`src/hdl/rfr_pkg.sv`:
```
// rfr_pkg: shared types and constants for the range frame receiver
// no dependencies; used by range_frame_receiver_unit

package rfr_pkg;

    // frame parser phase
    typedef enum logic [1:0] {
        PH_HUNT = 2'd0,
        PH_ADDR = 2'd1,
        PH_BODY = 2'd2
    } phase_t;

    // status codes
    localparam logic [1:0] ST_OK       = 2'd0;
    localparam logic [1:0] ST_CHECKSUM = 2'd1;
    localparam logic [1:0] ST_DEV_ERR  = 2'd2;
    localparam logic [1:0] ST_TOO_LONG = 2'd3;

    // device error codes
    localparam logic [1:0] DEV_NONE   = 2'd0;
    localparam logic [1:0] DEV_ERR204 = 2'd1;
    localparam logic [1:0] DEV_ERR255 = 2'd2;
    localparam logic [1:0] DEV_ERR256 = 2'd3;

    // configuration register indexes
    localparam logic CFG_START_BYTE = 1'b0;
    localparam logic CFG_END_BYTE   = 1'b1;

    // configuration reset values
    localparam logic [7:0] START_BYTE_RESET = 8'hAA;
    localparam logic [7:0] END_BYTE_RESET   = 8'hA8;

    // counters and limits
    localparam int          BODY_W    = 7;
    localparam logic [6:0]  BODY_MAX  = 7'd127;
    localparam logic [3:0]  LEN_MAX   = 4'd15;
    localparam int          ERR_LEN   = 6;
    localparam logic [6:0]  ERR_LEN_C = 7'd6;
    localparam logic [2:0]  MATCH_ALL = 3'b111;

    // ascii digits
    localparam logic [7:0] DIGIT_ZERO = 8'h30;
    localparam logic [7:0] DIGIT_NINE = 8'h39;

    // device error texts ERR204, ERR255, ERR256
    localparam logic [7:0] ERR_TEXT [3][ERR_LEN] = '{
        '{8'h45, 8'h52, 8'h52, 8'h32, 8'h30, 8'h34},
        '{8'h45, 8'h52, 8'h52, 8'h32, 8'h35, 8'h35},
        '{8'h45, 8'h52, 8'h52, 8'h32, 8'h35, 8'h36}
    };

endpackage

```
`src/hdl/range_frame_receiver_unit.sv`:
```
// range_frame_receiver_unit: byte-serial frame receiver for a range module
// depends on rfr_pkg (phase type, status codes, error texts)
//
// Usage:
//   Bytes come in on rx_byte with rx_valid/rx_stall; one byte is taken at each
//   edge where rx_valid is high and rx_stall low. The parser hunts for the
//   start byte, skips repeats, takes the address, then command, data and
//   checksum until the end byte. Each complete frame gives one result request
//   on res_valid/res_stall with status, address, command, distance in mm,
//   device error code and data length.
//   Throughput: one byte per cycle while rx_stall is low. Each byte updates the parser
//   registers in one pass of short logic.
//   Latency: the result shows on res_valid the cycle after the end byte when
//   no earlier result waits in the output register.
//   Stall: the result register is backed by a one-entry skid register, so
//   bytes keep flowing while a result waits; rx_stall rises only while the
//   skid register holds a second result.
//   Reset: rst_n clears the parser to hunting, empties both result registers
//   and loads start byte 0xAA and end byte 0xA8.
//   Configuration: cfg_we writes cfg_data to register cfg_index
//   (0 start byte, 1 end byte); write only while the block is idle.

module range_frame_receiver_unit #(
    parameter int DATA_MAX   = 12,
    parameter int DIST_WIDTH = 24
) (
    input  logic       clk,
    input  logic       rst_n,
    // configuration
    input  logic       cfg_we,
    input  logic       cfg_index,
    input  logic [7:0] cfg_data,
    // byte input
    input  logic       rx_valid,
    output logic       rx_stall,
    input  logic [7:0] rx_byte,
    // result output
    output logic        res_valid,
    input  logic        res_stall,
    output logic [1:0]  status,
    output logic [7:0]  frame_address,
    output logic [7:0]  frame_command,
    output logic [23:0] distance_mm,
    output logic [1:0]  device_error,
    output logic [3:0]  data_length
);

    localparam int ExtW = (DIST_WIDTH > 24) ? DIST_WIDTH : 24;
    localparam int BW   = rfr_pkg::BODY_W;

    typedef struct packed {
        logic [1:0]  status;
        logic [7:0]  addr;
        logic [7:0]  cmd;
        logic [23:0] dist_mm;
        logic [1:0]  dev;
        logic [3:0]  len;
    } result_t;

    // configuration registers
    logic [7:0] start_byte_reg;
    logic [7:0] end_byte_reg;

    // parser state
    rfr_pkg::phase_t        phase_reg, phase_next;
    logic [7:0]             addr_reg, addr_next;
    logic [7:0]             cmd_reg, cmd_next;
    logic [7:0]             pend_reg, pend_next;
    logic [BW-1:0]          body_cnt_reg, body_cnt_next;
    logic [6:0]             sum_reg, sum_next;
    logic [DIST_WIDTH-1:0]  dist_reg, dist_next;
    logic                   digits_open_reg, digits_open_next;
    logic [2:0]             match_reg, match_next;

    // result registers
    logic    out_valid_reg;
    result_t out_reg;
    logic    skid_valid_reg;
    result_t skid_reg;

    logic    accept;
    logic    push;
    logic    pop;
    result_t res_new;

    assign rx_stall = skid_valid_reg;
    assign accept   = rx_valid && !rx_stall;

    // configuration writes
    always_ff @(posedge clk or negedge rst_n)
    begin
        if (!rst_n)
        begin
            start_byte_reg <= rfr_pkg::START_BYTE_RESET;
            end_byte_reg   <= rfr_pkg::END_BYTE_RESET;
        end
        else if (cfg_we)
        begin
            case (cfg_index)
                rfr_pkg::CFG_START_BYTE: start_byte_reg <= cfg_data;
                rfr_pkg::CFG_END_BYTE:   end_byte_reg   <= cfg_data;
                default:                 start_byte_reg <= start_byte_reg;
            endcase
        end
    end

    // frame end detection
    logic frame_end;
    logic frame_done;
    assign frame_end  = accept && (phase_reg == rfr_pkg::PH_BODY) && (rx_byte == end_byte_reg);
    assign frame_done = frame_end && (body_cnt_reg >= BW'(2));

    // next phase
    always_comb
    begin
        phase_next = phase_reg;
        if (accept)
        begin
            case (phase_reg)
                rfr_pkg::PH_ADDR:
                begin
                    if (rx_byte != start_byte_reg)
                        phase_next = rfr_pkg::PH_BODY;
                end
                rfr_pkg::PH_BODY:
                begin
                    if (rx_byte == end_byte_reg)
                        phase_next = rfr_pkg::PH_HUNT;
                end
                default:
                begin
                    if (rx_byte == start_byte_reg)
                        phase_next = rfr_pkg::PH_ADDR;
                    else
                        phase_next = rfr_pkg::PH_HUNT;
                end
            endcase
        end
    end

    // data byte decode for the pending byte
    logic [BW-1:0]         data_idx;
    logic                  is_digit;
    logic [DIST_WIDTH+3:0] dist_prod;
    logic [DIST_WIDTH-1:0] dist_step;
    logic [2:0]            match_step;

    assign data_idx = body_cnt_reg - BW'(2);
    assign is_digit = (pend_reg >= rfr_pkg::DIGIT_ZERO) && (pend_reg <= rfr_pkg::DIGIT_NINE);

    // acc * 10 + digit by shifts, saturating
    always_comb
    begin
        dist_prod = ({4'b0, dist_reg} << 3) + ({4'b0, dist_reg} << 1)
                  + (DIST_WIDTH+4)'(pend_reg - rfr_pkg::DIGIT_ZERO);
        if (dist_prod[DIST_WIDTH+3:DIST_WIDTH] != 4'd0)
            dist_step = '1;
        else
            dist_step = dist_prod[DIST_WIDTH-1:0];
    end

    // error text candidate match
    always_comb
    begin
        for (int c = 0; c < 3; c++)
        begin
            if (data_idx < rfr_pkg::ERR_LEN_C)
                match_step[c] = match_reg[c]
                    && (rfr_pkg::ERR_TEXT[c][data_idx[2:0]] == pend_reg);
            else
                match_step[c] = 1'b0;
        end
    end

    // parser datapath
    always_comb
    begin
        addr_next        = addr_reg;
        cmd_next         = cmd_reg;
        pend_next        = pend_reg;
        body_cnt_next    = body_cnt_reg;
        sum_next         = sum_reg;
        dist_next        = dist_reg;
        digits_open_next = digits_open_reg;
        match_next       = match_reg;
        if (accept && (phase_reg == rfr_pkg::PH_ADDR) && (rx_byte != start_byte_reg))
        begin
            // open a new frame
            addr_next        = rx_byte;
            cmd_next         = 8'd0;
            pend_next        = 8'd0;
            body_cnt_next    = '0;
            sum_next         = rx_byte[6:0];
            dist_next        = '0;
            digits_open_next = 1'b1;
            match_next       = rfr_pkg::MATCH_ALL;
        end
        else if (accept && (phase_reg == rfr_pkg::PH_BODY) && (rx_byte != end_byte_reg))
        begin
            // commit the previous body byte and hold the new one
            if (body_cnt_reg != '0)
            begin
                sum_next = sum_reg + pend_reg[6:0];
                if (body_cnt_reg == BW'(1))
                    cmd_next = pend_reg;
                else
                begin
                    if (digits_open_reg && is_digit)
                        dist_next = dist_step;
                    else
                        digits_open_next = 1'b0;
                    match_next = match_step;
                end
            end
            pend_next = rx_byte;
            if (body_cnt_reg < rfr_pkg::BODY_MAX)
                body_cnt_next = body_cnt_reg + BW'(1);
        end
    end

    // result assembly at the end byte
    logic [BW-1:0]   n_data;
    logic [1:0]      dev_code;
    logic [ExtW-1:0] dist_ext;

    assign n_data = body_cnt_reg - BW'(2);

    always_comb
    begin
        dev_code = rfr_pkg::DEV_NONE;
        if (n_data == rfr_pkg::ERR_LEN_C)
        begin
            if (match_reg[0])
                dev_code = rfr_pkg::DEV_ERR204;
            else if (match_reg[1])
                dev_code = rfr_pkg::DEV_ERR255;
            else if (match_reg[2])
                dev_code = rfr_pkg::DEV_ERR256;
        end
    end

    always_comb
    begin
        dist_ext = ExtW'(dist_reg);
        res_new.addr    = addr_reg;
        res_new.cmd     = cmd_reg;
        res_new.dev     = dev_code;
        res_new.dist_mm = (dev_code != rfr_pkg::DEV_NONE) ? 24'd0 : dist_ext[23:0];
        res_new.len     = (n_data > BW'(rfr_pkg::LEN_MAX)) ? rfr_pkg::LEN_MAX : n_data[3:0];
        if (n_data > BW'(DATA_MAX))
            res_new.status = rfr_pkg::ST_TOO_LONG;
        else if (pend_reg != {1'b0, sum_reg})
            res_new.status = rfr_pkg::ST_CHECKSUM;
        else if (dev_code != rfr_pkg::DEV_NONE)
            res_new.status = rfr_pkg::ST_DEV_ERR;
        else
            res_new.status = rfr_pkg::ST_OK;
    end

    // parser registers
    always_ff @(posedge clk or negedge rst_n)
    begin
        if (!rst_n)
        begin
            phase_reg       <= rfr_pkg::PH_HUNT;
            addr_reg        <= 8'd0;
            cmd_reg         <= 8'd0;
            pend_reg        <= 8'd0;
            body_cnt_reg    <= '0;
            sum_reg         <= 7'd0;
            dist_reg        <= '0;
            digits_open_reg <= 1'b1;
            match_reg       <= rfr_pkg::MATCH_ALL;
        end
        else
        begin
            phase_reg       <= phase_next;
            addr_reg        <= addr_next;
            cmd_reg         <= cmd_next;
            pend_reg        <= pend_next;
            body_cnt_reg    <= body_cnt_next;
            sum_reg         <= sum_next;
            dist_reg        <= dist_next;
            digits_open_reg <= digits_open_next;
            match_reg       <= match_next;
        end
    end

    // output register with skid stage
    assign push = frame_done;
    assign pop  = out_valid_reg && !res_stall;

    always_ff @(posedge clk or negedge rst_n)
    begin
        if (!rst_n)
        begin
            out_valid_reg  <= 1'b0;
            skid_valid_reg <= 1'b0;
        end
        else
        begin
            if (skid_valid_reg)
            begin
                if (pop)
                    skid_valid_reg <= 1'b0;
            end
            else if (push && out_valid_reg && !pop)
                skid_valid_reg <= 1'b1;
            if (pop || !out_valid_reg)
                out_valid_reg <= skid_valid_reg || push;
        end
    end

    always_ff @(posedge clk)
    begin
        if (pop || !out_valid_reg)
        begin
            if (skid_valid_reg)
                out_reg <= skid_reg;
            else if (push)
                out_reg <= res_new;
        end
        if (!skid_valid_reg && push && out_valid_reg && !pop)
            skid_reg <= res_new;
    end

    assign res_valid     = out_valid_reg;
    assign status        = out_reg.status;
    assign frame_address = out_reg.addr;
    assign frame_command = out_reg.cmd;
    assign distance_mm   = out_reg.dist_mm;
    assign device_error  = out_reg.dev;
    assign data_length   = out_reg.len;

`ifndef SYNTHESIS
    // skid entry only exists behind a full output register
    assert property (@(posedge clk) disable iff (!rst_n)
        skid_valid_reg |-> out_valid_reg)
        else $error("skid register full while output register empty");

    // a completed frame always yields a result
    assert property (@(posedge clk) disable iff (!rst_n)
        frame_done |=> res_valid)
        else $error("completed frame produced no result");

    // a too-short frame returns to hunting without a result
    assert property (@(posedge clk) disable iff (!rst_n)
        (frame_end && !frame_done && !out_valid_reg)
        |=> (!res_valid && phase_reg == rfr_pkg::PH_HUNT))
        else $error("short frame handled wrongly");

    // opening a frame clears the body count and enters the body phase
    assert property (@(posedge clk) disable iff (!rst_n)
        (accept && phase_reg == rfr_pkg::PH_ADDR && rx_byte != start_byte_reg)
        |=> (body_cnt_reg == '0 && phase_reg == rfr_pkg::PH_BODY))
        else $error("frame open did not reset body count");
`endif

endmodule

```
`config.mk`:
```
export PLATFORM = sky130hd
export DESIGN_NAME = range_frame_receiver_unit
export DESIGN_NICKNAME = d
export VERILOG_FILES = /design/src/hdl/rfr_pkg.sv /design/src/hdl/range_frame_receiver_unit.sv
export SDC_FILE = /design/constraint.sdc
export NUM_CORES = 1
export LEC_CHECK = 0
export BUFFER_PORTS_ARGS = -buffer_cell sky130_fd_sc_hd__buf_2
export CELL_PAD_IN_SITES_DETAIL_PLACEMENT = 1
export CELL_PAD_IN_SITES_GLOBAL_PLACEMENT = 1
export CORE_ASPECT_RATIO = 1.2
export CORE_UTILIZATION = 50
export DETAILED_ROUTE_END_ITERATION = 16
export GPL_ROUTABILITY_DRIVEN = 0
export MAX_ROUTING_LAYER = met4
export PLACE_DENSITY = 0.86
export SYNTH_ARGS = -nofsm -noshare
export SYNTH_HDL_FRONTEND = slang
export SYNTH_SLANG_ARGS = --single-unit
export TNS_END_PERCENT = 10
```
`constraint.sdc`:
```
create_clock -name clk -period 9.6 [get_ports clk]
set_clock_uncertainty 0.15 [all_clocks]
set_input_delay 0 -clock clk [delete_from_list [all_inputs] [get_ports clk]]
set_output_delay 0 -clock clk [all_outputs]
set_load 0.05 [all_outputs]
```
==> results.py, run 1 <==
metrics = {
    "run_status": {
        "outcome": "completed",
    },
    "power_and_ir_drop": {
        "vdd.ir_drop.worst_v": 0.000166,
        "fin_total_pwr_mw": 2.81,
        "cellLeakagePower_nw": 5.06,
        "cellPowerDensity_nw_per_um2": 249,
    },
    "floorplan": {
        "num_io_pins": 72,
        "die_area_sq_um": 20400,
        "placeable_core_region_sq_um": 19500,
        "chipHeight_um": 156,
        "initial_standard_cell_utilization_of_the_core_pct": 50.9,
        "std_cell_rows": 56,
        "die_w_um": 131,
    },
    "synthesis": {
        "syn_nets": 947,
        "postSynthAreaPerCell_sq_um": 11.6,
        "number_of_distinct_library_cells_after_synthesis": 55,
        "post_synth_instance_area_sq_um": 9920,
        "synth_commonest_cells": "edfxtp_1, dfrtp_1, nand2_1",
        "yosysTopAreaCell": "edfxtp_1",
        "synth.most_common_cell": "edfxtp_1",
        "ys_ff_latch": 182,
        "seq_area_frac_synth_pct": 50.9,
        "synth_edf_count": 96,
        "post-synth-top-area-fraction_pct": 29.1,
        "syn-instance-count": 853,
        "ys.warnings.count": 0,
        "post_synth_main_area_contributors": "edfxtp_1, dfrtp_1, mux2_2",
        "synth_async_sr_flop_share_pct": 47.3,
        "ys_dominant_reg_cell": "edfxtp_1",
    },
    "sta": {
        "final_hold_viols": 0,
        "finalMaxSlewViolations": 0,
        "finalHoldWorstSlack_ps": 47.5,
        "slew-limit-headroom_pct": 30.1,
        "setup_violations": 0,
        "fin_crit_sh_pct": 61.5,
        "layout_min_cycle_time_ps": 5900,
        "final_critical_path_setup_slack_ps": 3700,
        "total_negative_slack_for_setup_checks_ps": 0,
        "rsz_0062_raised_after_global_routing": "no",
        "worst-slew-pin-transition_ps": 1050,
        "maxClockFrequency_ghz": 0.169,
    },
    "final_layout": {
        "layout.nets": 1026,
        "area_growth_syn_to_layout_pct": 13.9,
        "insertedDiodeCount": 0,
        "stdcell_count": 1206,
        "post_route_cells_drive_above_1_share_pct": 20.2,
        "largest_register_ff_count": 48,
    },
    "routing": {
        "drtIter0Drc": 418,
        "num_vias": 7097,
        "drt_drc_violations_left": 0,
        "detail_route.wl_per_cell_um": 21.9,
        "post_drt_via_cell_ratio": 5.88,
        "route.final.wire_length_um": 26400,
        "drt_first_pass_iters": 5,
        "detail-route-antenna-nets": 0,
    },
    "clocking": {
        "sinks_on_the_clock_net": 182,
        "cts_htree_levels": 4,
        "ctsRootBufferMaster": "clkbuf_16",
        "cts_tree": "built",
        "post_cts_resize_count": 0,
        "max-clock-path-buffers": 2,
        "clkSlewWorstSetupHoldPaths_ps": 70,
        "cts_inserted_buffers": 17,
        "worst_skew_pair.late_latency_ps": 440,
    },
    "grt": {
        "grt_util_met1_pct": 34.9,
        "grt_pass1_wl_um": 41900,
        "globalRouteMet2Util_pct": 46.5,
        "grt_max_degree": 54,
        "antenna_violations_before_repair": 0,
        "grt_util_met3_pct": 4.51,
        "first_global_vias": 7643,
        "grt_util_all_layers_pct": 28.5,
        "grt_overflow": 0,
        "gr-max-usage-layer": "met2",
    },
    "worst_setup_path": {
        "crit_type": "flop to flop",
        "worst_r2r_path_depth": 14,
        "r2r-start": "pend_reg[4]",
        "crit_path_start_kind": "flop",
        "critical_path.reg2reg.endpoint": "dist_ext[15]",
        "timing.critical_path.fanout_max": 24,
        "worst_path_most_repeated_cell": "ha_1",
        "cp.arrival_ps": 6010,
        "cpMaxStageDelayCell": "nor3_4",
        "critPathRequiredTime_ps": 9710,
        "cp-end-kind": "flop",
        "worstPathCellList": "ha_1 -> or3_1 -> inv_1 -> fa_1 -> ha_1 -> a2111oi_2 -> o21a_1 -> nor2_1 -> a2111oi_0 -> o211ai_1 -> xnor2_1 -> nand3_1 -> nor3_4 -> a21oi_1",
        "cpPeakStageDelay_ps": 920,
        "reg2reg_setup_slack_ps": 3700,
    },
    "place": {
        "place_hpwl_um": 17300,
        "placed_cells_incl_taps": 1152,
        "numPortBuffers": 71,
        "pre_cts_slack_ps": 3820,
    },
    "hold_path": {
        "hp-class": "input port to flop",
        "min_delay_startpoint": "cfg_we",
        "min_path_cells": 3,
        "hold-path-endpoint": "end_byte_reg[3]",
    },
    "job": {
        "max_cap_viol_count": 0,
    },
}
cells in the final DEF (no fill, tap or decap), types with 3 or more instances in the layout:
cell and n:
edfxtp_1 96, dfrtp_1 74, buf_2 70, nand2_1 64
mux2_2 63, a21oi_1 58, o21ai_0 58, ha_1 48
nor2_1 42, inv_1 40, xor2_1 39, and2_1 28
fa_1 24, mux2i_1 22, dlygate4sd3_1 21, xnor2_1 20
a21o_1 18, clkbuf_16 17, nand3_1 15, dfstp_2 11
nor3_1 9, buf_4 9, nand2b_1 7, nor4_1 6
a31oi_1 6, and3_1 6, nor2b_1 5, nand4_1 5
o211ai_1 4, o21a_1 4, clkinvlp_4 4, or3_1 3
a211oi_1 3, and4_1 3, inv_6 3, clkinv_4 3
area by class of cell:
class / count / area, sq um
clock buffers: 18 / 429
clock inverters: 14 / 126
fillers: 2056 / 8190
inverters: 40 / 150
multi-input cells: 590 / 4560
flip-flops and latches: 182 / 5050
well taps: 261 / 327
repair buffers: 101 / 648
what timing repair did:
action / 4_1_cts / 5_1_grt
hold buffers: 22 / 0
endpoints found under the hold margin: 89 / 0
buffers inserted: 0 / 0
layer usage:
metal	wire [um]	vias to the layer above	share of wire (%)
met5	0	-	0
met4	869	0	3.3
met3	921	65	3.5
met2	13600	200	52
met1	11000	3641	42
li1	-	3191	-
through the flow:
step | area, sq um | util (%)
2_1_floorplan | 9920 | -
3_3_place_gp | 10500 | 53.9
3_5_place_dp | 10500 | 53.9
4_1_cts | 11300 | 58.0
5_1_grt | 11300 | 58.0
6_report | 11300 | 58.0
worst max-delay path, delay by kind of cell, from the launching register on:
family          cells  cell delay, ps
xor+xnor            1             170
fa+ha+maj           3            1310
compound gates      5            1320
flops               1             510
simple gates        4            1560
buf+inv             1             670
cells by family after synthesis:
| family | Yosys count | synth area share (%) |
|---|---|---|
| fa+ha+maj | 72 | 10.9 |
| simple gates | 199 | 9.80 |
| flops | 182 | 50.9 |
| mux | 85 | 9.37 |
| buf+inv | 81 | 3.28 |
| xor+xnor | 59 | 5.21 |
| compound gates | 175 | 10.5 |
report_power, final:
part	switching, mW	leakage, nW	internal, mW
registers	0.142	2.06	0.914
clock network	0.316	0.261	0.359
logic	0.645	2.74	0.438
total	1.10	5.06	1.71
how the worst max path moves through the flow:
| stage | startpoint | to | depth (start not counted) |
|---|---|---|---|
| global route | pend_reg[4] | dist_ext[15] | 14 |
| CTS | pend_reg[4] | dist_ext[6] | 14 |
| finish | pend_reg[4] | dist_ext[15] | 14 |
| global placement | pend_reg[4] | dist_ext[3] | 14 |
| floorplan | pend_reg[5] | dist_ext[10] | 15 |
| detailed placement | pend_reg[4] | dist_ext[0] | 14 |
No activity file was read; power rests on OpenSTA's default activity.
==> run 2, diff against run 1 <==
--- a/config.mk
+++ b/config.mk
@@ -5,15 +5,16 @@
 export SDC_FILE = /design/constraint.sdc
 export NUM_CORES = 1
 export LEC_CHECK = 0
+export ABC_AREA = 1
 export BUFFER_PORTS_ARGS = -buffer_cell sky130_fd_sc_hd__buf_2
 export CELL_PAD_IN_SITES_DETAIL_PLACEMENT = 1
 export CELL_PAD_IN_SITES_GLOBAL_PLACEMENT = 1
 export CORE_ASPECT_RATIO = 1.2
-export CORE_UTILIZATION = 50
+export CORE_UTILIZATION = 42
 export DETAILED_ROUTE_END_ITERATION = 16
 export GPL_ROUTABILITY_DRIVEN = 0
 export MAX_ROUTING_LAYER = met4
-export PLACE_DENSITY = 0.86
+export PLACE_DENSITY = 0.81
 export SYNTH_ARGS = -nofsm -noshare
 export SYNTH_HDL_FRONTEND = slang
 export SYNTH_SLANG_ARGS = --single-unit
==> constraint.sdc (replaced) <==
create_clock -name clk -period 5.33 [get_ports clk]
set_clock_uncertainty 0.15 [all_clocks]
set_input_delay 0 -clock clk [delete_from_list [all_inputs] [get_ports clk]]
set_output_delay 0 -clock clk [all_outputs]
set_load 0.05 [all_outputs]
==> results.py, run 2 <==
metrics = {
    "power_and_ir_drop": {
        "cellLeakagePower_nw": 5.79,
        "internal-power_mw": 3.12,
        "clock_power_share_pct": 24.6,
        "cellPowerDensity_nw_per_um2": 421,
        "combPwrFrac_pct": 39.9,
        "vdd.ir_drop.worst_v": 0.000232,
        "fin_total_pwr_mw": 5.24,
        "pwr-share-seq_pct": 35.5,
        "p_sw_share_pct": 40.4,
        "p_sw_mw": 2.12,
    },
    "sta": {
        "fin_crit_sh_pct": 85.3,
        "setup_violations": 0,
        "layout_min_cycle_time_ps": 4540,
        "rsz_0062_raised_after_global_routing": "no",
        "total_negative_slack_for_setup_checks_ps": 0,
        "maxClockFrequency_ghz": 0.220,
        "finalMaxSlewViolations": 0,
        "final_critical_path_setup_slack_ps": 785,
        "final_hold_viols": 0,
        "worst-slew-pin-transition_ps": 1120,
        "slew-limit-headroom_pct": 24.5,
    },
    "floorplan": {
        "die_area_sq_um": 26600,
        "initial_standard_cell_utilization_of_the_core_pct": 42.8,
        "die_w_um": 149,
        "num_io_pins": 72,
        "std_cell_rows": 64,
        "chipHeight_um": 178,
        "placeable_core_region_sq_um": 25500,
    },
    "worst_setup_path": {
        "crit_type": "flop to flop",
        "cp-end-kind": "flop",
        "crit_path_start_kind": "flop",
        "critPathRequiredTime_ps": 5500,
        "cp.arrival_ps": 4710,
        "worst_r2r_path_depth": 17,
        "timing.critical_path.fanout_max": 24,
        "reg2reg_setup_slack_ps": 790,
        "r2r-start": "pend_reg[4]",
        "critical_path.reg2reg.endpoint": "dist_ext[4]",
    },
    "place": {
        "placed_cells_incl_taps": 1647,
        "place_hpwl_um": 21500,
        "pre_cts_slack_ps": 839,
        "numPortBuffers": 71,
    },
    "synthesis": {
        "synth.most_common_cell": "nand2_1",
        "post_synth_main_area_contributors": "edfxtp_1, dfrtp_1, nand2_1",
        "postSynthAreaPerCell_sq_um": 8.59,
        "yosysTopAreaCell": "edfxtp_1",
        "seq_area_frac_synth_pct": 46.4,
        "syn_nets": 1362,
        "ys_dominant_reg_cell": "edfxtp_1",
        "synth_edf_count": 96,
        "number_of_distinct_library_cells_after_synthesis": 49,
        "ys.warnings.count": 0,
        "post_synth_instance_area_sq_um": 10900,
        "synth_commonest_cells": "nand2_1, inv_1, edfxtp_1",
        "ys_ff_latch": 182,
        "post-synth-top-area-fraction_pct": 26.5,
        "syn-instance-count": 1268,
        "synth_async_sr_flop_share_pct": 47.3,
    },
    "routing": {
        "detail_route.wl_per_cell_um": 17.5,
        "route.final.wire_length_um": 29900,
        "post_drt_via_cell_ratio": 5.15,
        "drt_first_pass_iters": 5,
        "detail-route-antenna-nets": 0,
        "drtIter0Drc": 420,
        "drt_drc_violations_left": 0,
        "num_vias": 8797,
    },
    "clocking": {
        "cts_hold_buf": 29,
        "sinks_on_the_clock_net": 182,
        "post_cts_resize_count": 0,
        "cts_tree": "built",
        "clkSlewWorstSetupHoldPaths_ps": 70,
        "ctsRootBufferMaster": "clkbuf_16",
        "max-clock-path-buffers": 2,
        "cts_htree_levels": 4,
        "post-cts-setup-buffers": 0,
        "cts_inserted_buffers": 17,
        "worst_skew_pair.late_latency_ps": 440,
    },
    "hold_path": {
        "hp-class": "input port to asynchronous set/reset pin",
    },
    "grt": {
        "antenna_violations_before_repair": 0,
        "grt_util_all_layers_pct": 24.9,
        "first_global_vias": 9395,
        "grt_pass1_wl_um": 49400,
        "grt_max_degree": 57,
        "grt_overflow": 0,
    },
    "final_layout": {
        "mostFrequentLayoutCells": "nand2_1, inv_1, edfxtp_1",
        "largest_register_ff_count": 48,
        "area_growth_syn_to_layout_pct": 14.3,
        "multiInputGateArea_sq_um": 5010,
        "n_fill_cell": 3026,
        "stdcell_count": 1708,
        "post_route_cells_drive_above_1_share_pct": 12.2,
        "fin_util_pct": 48.9,
        "final-seq-area_sq_um": 5050,
        "commonest_non_fill_non_tap_cell_in_the_layout": "nand2_1",
        "insertedDiodeCount": 0,
        "layout.nets": 1459,
    },
    "job": {
        "max_cap_viol_count": 0,
    },
    "run_status": {
        "outcome": "completed",
    },
}
[run 2: critical path, cell delays in order, from the launching register on]
cell,delay (ps)
dfrtp_1,470
ha_1,300
nor2_2,790
fa_1,560
ha_1,370
nand2_1,200
inv_1,70
a21oi_1,270
nand3_1,240
nand2_1,140
nand3_1,70
nand2_1,60
nand2_1,60
nor2_2,70
buf_4,280
nand3_1,120
nand2_1,110
nand2_1,70
[run 2: cells by family (layout without fill, tap and decap cells)]
logic type | count (synthesis) | count (layout) | share of synthesized area, %
flip-flops | 182 | 182 | 46.4
buffers and inverters | 210 | 320 | 7.87
AO/OA/AOI/OAI | 125 | 125 | 6.32
AND/OR/NAND/NOR | 633 | 633 | 25.8
adder cells (fa/ha/maj) | 72 | 72 | 9.93
XOR/XNOR | 46 | 46 | 3.77
[run 2: how the worst max path moves through the flow]
stage | start | to | slack [ps]
4_1_cts | pend_reg[4] | dist_ext[4] | 790
2_1_floorplan | body_cnt_reg[1] | data_length[0] | 1050
3_3_place_gp | pend_reg[4] | dist_ext[0] | 1000
6_report | pend_reg[4] | dist_ext[4] | 790
3_5_place_dp | pend_reg[4] | dist_ext[4] | 840
5_1_grt | pend_reg[4] | dist_ext[7] | 370
[run 2: per-layer routing]
metal  wire length (um)  track usage, %  up-vias
met5                  0               -        -
met4                416            5.82        0
met3               1230            3.66       28
met2              15200            41.6      196
met1              13100            31.8     4346
li1                   -               -     4227
[run 2: area by class of cell]
type	instances	area share, %
well taps	330	3.32
multi-input cells	876	40.2
flip-flops and latches	182	40.5
repair buffers	107	5.71
clock inverters	12	1.23
inverters	181	5.48
clock buffers	20	3.51
[run 2: power by group through the flow]
stage / Combinational [mW] / Sequential, mW / Clock (mW)
2_1_floorplan: 1.51 / 1.81 / 0
3_3_place_gp: 1.93 / 1.88 / 0
3_5_place_dp: 2.02 / 1.89 / 0
4_1_cts: 2.09 / 1.86 / 1.31
5_1_grt: 2.35 / 1.88 / 1.36
6_report: 2.09 / 1.86 / 1.29
[run 2: through the flow]
stage	cell area, sq um	hold WS, ps
finish	12500	47.0
global route	12500	43.4
CTS	12500	23.3
detailed placement	11600	-122
global placement	11600	-119
floorplan	10900	-446
==> run 3, diff against run 2 <==
--- a/config.mk
+++ b/config.mk
@@ -11,6 +11,7 @@
 export CELL_PAD_IN_SITES_GLOBAL_PLACEMENT = 1
 export CORE_ASPECT_RATIO = 1.2
 export CORE_UTILIZATION = 42
+export CTS_BUF_LIST = sky130_fd_sc_hd__clkbuf_8 sky130_fd_sc_hd__clkbuf_16
 export DETAILED_ROUTE_END_ITERATION = 16
 export GPL_ROUTABILITY_DRIVEN = 0
 export MAX_ROUTING_LAYER = met4
==> results.py, run 3 (same netlist as run 2, synthesis figures left out) <==
metrics = {
    "final_layout": {
        "insertedDiodeCount": 0,
        "post_route_cells_drive_above_1_share_pct": 12.2,
        "fin_util_pct": 48.9,
        "largest_register_ff_count": 48,
        "n_fill_cell": 3026,
        "layout.nets": 1459,
        "commonest_non_fill_non_tap_cell_in_the_layout": "nand2_1",
        "mostFrequentLayoutCells": "nand2_1, inv_1, edfxtp_1",
        "area_growth_syn_to_layout_pct": 14.3,
    },
    "sta": {
        "slew-limit-headroom_pct": 24.8,
        "worst-slew-pin-transition_ps": 1130,
        "final_critical_path_setup_slack_ps": 799,
        "final_hold_viols": 0,
        "finalMaxSlewViolations": 0,
        "rsz_0062_raised_after_global_routing": "no",
        "setup_violations": 0,
        "maxClockFrequency_ghz": 0.221,
        "total_negative_slack_for_setup_checks_ps": 0,
        "finalHoldWorstSlack_ps": 36.6,
        "fin_crit_sh_pct": 85.0,
        "layout_min_cycle_time_ps": 4530,
    },
    "worst_setup_path": {
        "reg2reg_setup_slack_ps": 800,
        "timing.critical_path.fanout_max": 24,
        "crit_type": "flop to flop",
        "critical_path.reg2reg.endpoint": "dist_ext[4]",
        "crit_path_start_kind": "flop",
        "cp-end-kind": "flop",
        "critPathRequiredTime_ps": 5490,
        "cp.arrival_ps": 4700,
        "worst_r2r_path_depth": 19,
        "r2r-start": "pend_reg[4]",
    },
    "grt": {
        "antenna_violations_before_repair": 0,
        "grt_pass1_wl_um": 49400,
        "grt_max_degree": 57,
        "grt_util_all_layers_pct": 24.9,
        "grt_overflow": 0,
        "first_global_vias": 9404,
    },
    "power_and_ir_drop": {
        "cellPowerDensity_nw_per_um2": 421,
        "cellLeakagePower_nw": 5.81,
        "vdd.ir_drop.worst_v": 0.000231,
    },
    "hold_path": {
        "hp-class": "input port to asynchronous set/reset pin",
    },
    "clocking": {
        "max-clock-path-buffers": 2,
        "sinks_on_the_clock_net": 182,
        "ctsRootBufferMaster": "clkbuf_16",
        "clkSlewWorstSetupHoldPaths_ps": 70,
        "cts_inserted_buffers": 17,
        "worst_skew_pair.late_latency_ps": 440,
        "cts_htree_levels": 4,
        "post-cts-setup-buffers": 0,
        "cts_tree": "built",
    },
    "floorplan": {
        "num_io_pins": 72,
        "placeable_core_region_sq_um": 25500,
        "die_w_um": 149,
        "chipHeight_um": 178,
        "std_cell_rows": 64,
        "die_area_sq_um": 26600,
        "initial_standard_cell_utilization_of_the_core_pct": 42.8,
    },
    "run_status": {
        "outcome": "completed",
    },
    "routing": {
        "post_drt_via_cell_ratio": 5.14,
        "num_vias": 8780,
        "detail-route-antenna-nets": 0,
        "drt_first_pass_iters": 5,
        "drt_drc_violations_left": 0,
        "route.final.wire_length_um": 30000,
        "detail_route.wl_per_cell_um": 17.5,
        "drtIter0Drc": 453,
    },
    "job": {
        "max_cap_viol_count": 0,
    },
    "place": {
        "pre_cts_slack_ps": 839,
        "place_hpwl_um": 21500,
        "numPortBuffers": 71,
    },
}
-- run 3: changes by cell type in the layout (fill, tap and decap cells not counted) --
cell      previous run  this run
clkbuf_1             3         0
inv_1              172       175
-- run 3: where the power goes --
group / leakage [nW] / switching [mW] / internal [mW] / total [mW]
Clock: 0.292 / 0.555 / 0.732 / 1.29
Combinational: 3.57 / 1.38 / 0.714 / 2.09
Sequential: 1.94 / 0.192 / 1.67 / 1.86
-- run 3: layout make-up --
class	instances	area (sq um)	area share (%)
clock buffer	17	425	3.42
clock inverter	15	164	1.32
timing repair buffer	107	711	5.71
inverter	181	682	5.48
multi-input combinational	876	5010	40.2
tap	330	413	3.32
sequential	182	5050	40.5
-- run 3: how the worst max path moves through the flow --
stage                    startpoint             end  slack, ps  cells past startpoint
CTS                     pend_reg[4]     dist_ext[4]        790                     17
finish                  pend_reg[4]     dist_ext[4]        800                     19
detailed placement      pend_reg[4]     dist_ext[4]        840                     17
floorplan           body_cnt_reg[1]  data_length[0]       1050                      9
global placement        pend_reg[4]     dist_ext[0]       1000                     17
global route            pend_reg[4]     dist_ext[7]        370                     19
-- run 3: per-layer routing --
| metal | routed length (um) | part of all wire [%] | GRT usage (%) |
|---|---|---|---|
| met4 | 310 | 1.0 | 5.82 |
| met5 | 0 | 0 | - |
| met3 | 1170 | 3.9 | 3.66 |
| met1 | 13200 | 44 | 31.8 |
| met2 | 15300 | 51 | 41.6 |
-- run 3: what timing repair did --
| action | 4_1_cts | 5_1_grt |
|---|---|---|
| hold endpoints to repair | 81 | 0 |
| hold buffers | 29 | 0 |
| resized for setup | 0 | 0 |
-- run 3: stage by stage --
stage	area, sq um	instances	power (mW)
floorplan	10900	1268	3.32
global placement	11600	1647	3.81
detailed placement	11600	1647	3.90
CTS	12500	1708	5.25
global route	12500	1708	5.59
finish	12500	1708	5.24
-- run 3: worst max-delay path, stage by stage, from the launching register on --
cell and delay, ps:
dfrtp_1 470, ha_1 300, nor2_2 790, inv_1 210
fa_1 540, inv_1 50, ha_1 350, nand2_1 110
nor2_1 160, nand2_1 100, nor2_1 110, nand2_1 80
nand3_1 110, nand2_1 60, nand2_1 60, nand2_1 80
inv_2 360, nand3_1 140, nand2_1 110, nand2_1 70
